--- config.mk ---
export PLATFORM = sky130hd
export DESIGN_NAME = pcsm_alu
export DESIGN_NICKNAME = d
export VERILOG_FILES = /design/src/hdl/pcsm_pkg.sv /design/src/hdl/pcsm_alu.sv
export SDC_FILE = /design/constraint.sdc
export NUM_CORES = 2
export LEC_CHECK = 0
export ABC_AREA = 1
export BUFFER_PORTS_ARGS = -buffer_cell sky130_fd_sc_hd__buf_2
export CAP_MARGIN = 20
export CORE_MARGIN = 2
export CORE_UTILIZATION = 50
export CTS_CLUSTER_SIZE = 10
export DETAILED_ROUTE_END_ITERATION = 7
export PLACE_DENSITY_LB_ADDON = 0.12
export SLEW_MARGIN = 25
export SYNTH_ARGS = -nofsm -noshare
export SYNTH_HDL_FRONTEND = slang
export SYNTH_SLANG_ARGS = --single-unit
--- constraint.sdc ---
create_clock -name clk -period 8.88 [get_ports clk]
set_input_delay 0.444 -clock clk [delete_from_list [all_inputs] [get_ports clk]]
set_output_delay 0.444 -clock clk [all_outputs]
set_load 0.03 [all_outputs]
--- src/hdl/pcsm_pkg.sv ---
// Shared types, codes and defaults of the p-code stack machine.
package pcsm_pkg;

  localparam int CODE_DEPTH_DEF  = 256;
  localparam int STACK_DEPTH_DEF = 512;
  localparam int MAX_NEST_DEF    = 3;

  localparam int IDX_W = 34;  // signed index math: base/top plus a 32-bit displacement

  // commands
  localparam logic [1:0] CMD_LOAD    = 2'd0;
  localparam logic [1:0] CMD_STEP    = 2'd1;
  localparam logic [1:0] CMD_RESTART = 2'd2;

  // opcodes
  localparam logic [2:0] OP_LIT = 3'd0;
  localparam logic [2:0] OP_OPR = 3'd1;
  localparam logic [2:0] OP_LOD = 3'd2;
  localparam logic [2:0] OP_STO = 3'd3;
  localparam logic [2:0] OP_CAL = 3'd4;
  localparam logic [2:0] OP_INT = 3'd5;
  localparam logic [2:0] OP_JMP = 3'd6;
  localparam logic [2:0] OP_JPC = 3'd7;

  // OPR function codes
  localparam logic [3:0] OPR_RET = 4'd0;
  localparam logic [3:0] OPR_NEG = 4'd1;
  localparam logic [3:0] OPR_ADD = 4'd2;
  localparam logic [3:0] OPR_SUB = 4'd3;
  localparam logic [3:0] OPR_MUL = 4'd4;
  localparam logic [3:0] OPR_DIV = 4'd5;
  localparam logic [3:0] OPR_ODD = 4'd6;
  localparam logic [3:0] OPR_EQ  = 4'd8;
  localparam logic [3:0] OPR_NE  = 4'd9;
  localparam logic [3:0] OPR_LT  = 4'd10;
  localparam logic [3:0] OPR_GE  = 4'd11;
  localparam logic [3:0] OPR_GT  = 4'd12;
  localparam logic [3:0] OPR_LE  = 4'd13;

  // halt status
  localparam logic [2:0] ST_OK     = 3'd0;
  localparam logic [2:0] ST_DONE   = 3'd1;
  localparam logic [2:0] ST_PAST   = 3'd2;
  localparam logic [2:0] ST_DIVZ   = 3'd3;
  localparam logic [2:0] ST_BADOPR = 3'd4;
  localparam logic [2:0] ST_STACK  = 3'd5;

  typedef struct packed {
    logic       start;
    logic [3:0] fn;
  } alu_req_t;

endpackage

--- src/hdl/pcsm_alu.sv ---
// Shared arithmetic/compare unit with an iterative restoring divider.
module pcsm_alu
  import pcsm_pkg::*;
(
  input  logic        clk,
  input  logic        rst_n,
  input  alu_req_t    req,
  input  logic [31:0] x_i,
  input  logic [31:0] y_i,
  output logic        done_o,
  output logic [31:0] res_o
);

  logic        busy_r, busy_nxt;
  logic        done_r, done_nxt;
  logic [4:0]  cnt_r, cnt_nxt;
  logic [32:0] rem_r, rem_nxt;
  logic [31:0] quo_r, quo_nxt;
  logic [31:0] ym_r, ym_nxt;
  logic        neg_r, neg_nxt;
  logic [31:0] res_r, res_nxt;

  logic [32:0] rsh;
  logic [32:0] trial;
  logic [31:0] quo_step;
  logic [32:0] rem_step;
  logic [31:0] simple;

  always_comb begin
    rsh   = {rem_r[31:0], quo_r[31]};
    trial = rsh - {1'b0, ym_r};
    if (!trial[32]) begin
      rem_step = trial;
      quo_step = {quo_r[30:0], 1'b1};
    end else begin
      rem_step = rsh;
      quo_step = {quo_r[30:0], 1'b0};
    end
  end

  always_comb begin
    unique case (req.fn)
      OPR_ADD: simple = x_i + y_i;
      OPR_SUB: simple = x_i - y_i;
      OPR_MUL: simple = x_i * y_i;
      OPR_EQ:  simple = {31'd0, x_i == y_i};
      OPR_NE:  simple = {31'd0, x_i != y_i};
      OPR_LT:  simple = {31'd0, $signed(x_i) < $signed(y_i)};
      OPR_GE:  simple = {31'd0, $signed(x_i) >= $signed(y_i)};
      OPR_GT:  simple = {31'd0, $signed(x_i) > $signed(y_i)};
      OPR_LE:  simple = {31'd0, $signed(x_i) <= $signed(y_i)};
      default: simple = 32'd0;
    endcase
  end

  always_comb begin
    busy_nxt = busy_r;
    done_nxt = 1'b0;
    cnt_nxt  = cnt_r;
    rem_nxt  = rem_r;
    quo_nxt  = quo_r;
    ym_nxt   = ym_r;
    neg_nxt  = neg_r;
    res_nxt  = res_r;
    if (busy_r) begin
      rem_nxt = rem_step;
      quo_nxt = quo_step;
      cnt_nxt = cnt_r + 5'd1;
      if (cnt_r == 5'd31) begin
        busy_nxt = 1'b0;
        done_nxt = 1'b1;
        res_nxt  = neg_r ? (32'd0 - quo_step) : quo_step;
      end
    end else if (req.start) begin
      if (req.fn == OPR_DIV) begin
        busy_nxt = 1'b1;
        cnt_nxt  = 5'd0;
        rem_nxt  = 33'd0;
        quo_nxt  = x_i[31] ? (32'd0 - x_i) : x_i;
        ym_nxt   = y_i[31] ? (32'd0 - y_i) : y_i;
        neg_nxt  = x_i[31] ^ y_i[31];
      end else begin
        done_nxt = 1'b1;
        res_nxt  = simple;
      end
    end
  end

  always_ff @(posedge clk) begin
    if (!rst_n) begin
      busy_r <= 1'b0;
      done_r <= 1'b0;
    end else begin
      busy_r <= busy_nxt;
      done_r <= done_nxt;
    end
    cnt_r <= cnt_nxt;
    rem_r <= rem_nxt;
    quo_r <= quo_nxt;
    ym_r  <= ym_nxt;
    neg_r <= neg_nxt;
    res_r <= res_nxt;
  end

  assign done_o = done_r;
  assign res_o  = res_r;

endmodule

==> results.json <==
{
  "endpoint_kind": "register",
  "synth-edff-count": 134,
  "avgSynthCellArea_um2": 7.10,
  "fin_hold_ws_ps": 252,
  "finalSetupViolCount": 0,
  "nFillCells": 5995,
  "final_cells": 5021,
  "setup_tns_ps": 0,
  "critPathMaxFanout": 23,
  "first_global_vias": 27109,
  "ys_seq_area_frac": 0.135,
  "fin_crit_sh": 0.874,
  "arrival_ps": 7950,
  "cts_made_buffers": 17,
  "io_pins": 104,
  "tightestPinTransition_ps": 1100,
  "slowest_delay_ps": 520,
  "syn_area_um2": 30200,
  "fin_crit_ps": 7770,
  "area_growth_pct": 5.27,
  "cpMaxStageDelayCell": "fa_1",
  "grt_first_pass_wirelength_mm": 161,
  "start_kind": "primary input",
  "clock_latency_ps": 430,
  "first_pass_iters": 6,
  "drt_iter0_drc": 2449,
  "cp.required_ps": 9070,
  "placed_cells": 4986,
  "min_from": "rst_n",
  "grt_antenna_before_repair": 3,
  "wl_per_cell_um": 20.7,
  "ant_nets": 0,
  "wirelength_mm": 104,
  "cts_tree": "done",
  "path_clk_slew_ps": 60,
  "grt.overflow.total": 0,
  "design_area_um2": 31800,
  "cts-htree-levels": 4,
  "clock-skew-final_ps": 10.6,
  "clock-sinks": 136,
  "hold_class": "in2reg",
  "vias_per_cell": 5.45,
  "synth_cells": 4250,
  "cap_violations": 0,
  "yosysWarnings": 0,
  "clock_path_buffers": 2,
  "dpl_cell_area_um2": 31200,
  "dpl.hpwl_mm": 82.2,
  "cts-resized-gates": 0,
  "synth-seq-cells": 136,
  "grt_usage": 0.339,
  "multi_input_area_um2": 21500,
  "layout-drive-gt1-share": 0.0503,
  "r2r_end": "res_o[28]",
  "die_y_um": 250,
  "run_status": "completed",
  "place.gp.congestion": 1.05,
  "post_cts_buffers": 0,
  "start_util": 0.503,
  "holdPathEnd": "busy_r",
  "postCtsHoldBufs": 0,
  "grt_setup_unrepaired": "no",
  "cts-root-buf": "clkbuf_16",
  "layout.area.seq_um2": 4070,
  "final_max_slew_viol_count": 0,
  "r2r_cells": 27,
  "grt_start_max_net_pins": 88,
  "ys_types": 56,
  "die_area_um2": 62400,
  "synth_flop_cell": "edfxtp_1",
  "core_area_um2": 60000,
  "timing.rr.start": "ym_r[0]",
  "die_w_um": 250,
  "placementRows": 90,
  "max_freq_mhz": 129,
  "finalHoldViolCount": 0,
  "min_path_cells": 3,
  "path_class": "in2reg",
  "async_reset_ff_frac": 0,
  "crit_top_cell": "fa_1",
  "dr_total_vias": 27370,
  "fin_nets": 4928,
  "route.detailed.drc": 0,
  "port-buffer-count": 103,
  "relSlewSlack": 0.266,
  "syn-num-nets": 4955,
  "worst-r2r-setup-slack_ps": 4520
}
[worst max-delay path by stage]
stage,start,endpoint,slack (ps),cells past startpoint
4_1_cts,x_i[9],res_o[26],1190,28
3_3_place_gp,x_i[9],res_o[26],740,28
3_5_place_dp,x_i[9],res_o[26],760,29
5_1_grt,x_i[9],res_o[26],750,28
2_1_floorplan,y_i[6],res_o[24],1890,30
6_report,y_i[7],res_o[26],1110,30
[cells in the mapped netlist, drive strengths merged (47+ instances only)]
cell	instances	area share
a21oi	268	0.044
buf	61	0.0091
clkbuf	121	0.015
edfxtp	134	0.13
fa	411	0.27
ha	223	0.092
inv	1039	0.13
nand2	1022	0.13
nand3	168	0.028
nor2	250	0.031
nor3	47	0.0090
o21ai	257	0.043
xor2	52	0.015
[placed cells by master, fill, tap and decap left out, types with 9 or more instances in the layout]
master / Yosys / routed
xnor2_1: 26 / 26
o21bai_1: 16 / 16
a211oi_1: 11 / 11
o21ai_0: 241 / 241
nor3_1: 41 / 41
nor4_1: 11 / 11
inv_1: 1036 / 1035
fa_1: 411 / 411
or2_2: 12 / 12
o21ai_1: 11 / 11
buf_4: 0 / 33
xor2_1: 51 / 51
a21o_1: 15 / 15
buf_2: 31 / 103
clkbuf_16: 0 / 17
nand4_1: 27 / 27
nand3b_1: 9 / 9
a21oi_1: 268 / 268
a31oi_1: 11 / 11
o211ai_1: 12 / 12
nand3_1: 167 / 167
nand2_1: 1016 / 1015
nor2_1: 247 / 246
edfxtp_1: 134 / 134
ha_1: 223 / 223
[worst max-delay path, delay by kind of cell]
family,cells,cell delay (ps)
fa+ha+maj,9,4250
simple gates,12,1920
buf+inv,7,1020
compound gates,2,290
[routing by layer]
layer | vias to the layer above | wire (um) | global-route usage
li1 | 12892 | - | -
met1 | 13086 | 44400 | 0.479
met2 | 1216 | 46700 | 0.545
met3 | 176 | 8830 | 0.0326
met4 | 0 | 3860 | 0.117
met5 | - | 0 | 0
[per-stage QoR]
stage / worst slack, ps / util
2_1_floorplan: 1890 / -
3_3_place_gp: 745 / 0.520
3_5_place_dp: 764 / 0.520
4_1_cts: 1190 / 0.529
5_1_grt: 752 / 0.529
6_report: 1110 / 0.530
[sequential cells by signal, summed over array words and instances (netlist names)]
| register | cells |
|---|---|
| busy_r | 1 |
| cnt_r | 5 |
| done_o | 1 |
| neg_r | 1 |
| quo_r | 32 |
| rem_r | 32 |
| res_o | 32 |
| ym_r | 32 |
[cell families (layout without fill, tap and decap cells)]
kind of cell | after synthesis | count (layout) | synth area share
simple gates | 1553 | 1553 | 0.211
buf+inv | 1223 | 1209 | 0.154
fa+ha+maj | 634 | 634 | 0.365
xor+xnor | 78 | 78 | 0.0229
compound gates | 626 | 626 | 0.113
other cells | 0 | 3 | 0
flops | 136 | 136 | 0.135
[final cells by class]
type / count / area share
inverter: 1041 / 0.123
clock buffer: 18 / 0.0135
multi-input combinational: 2891 / 0.676
sequential: 136 / 0.128
timing repair buffer: 136 / 0.0240
antenna: 3 / 0.000236
tap: 782 / 0.0308
clock inverter: 14 / 0.00433
Power is not shown: default switching activity piles up to over one toggle a cycle in this logic, so the estimate is an artifact.
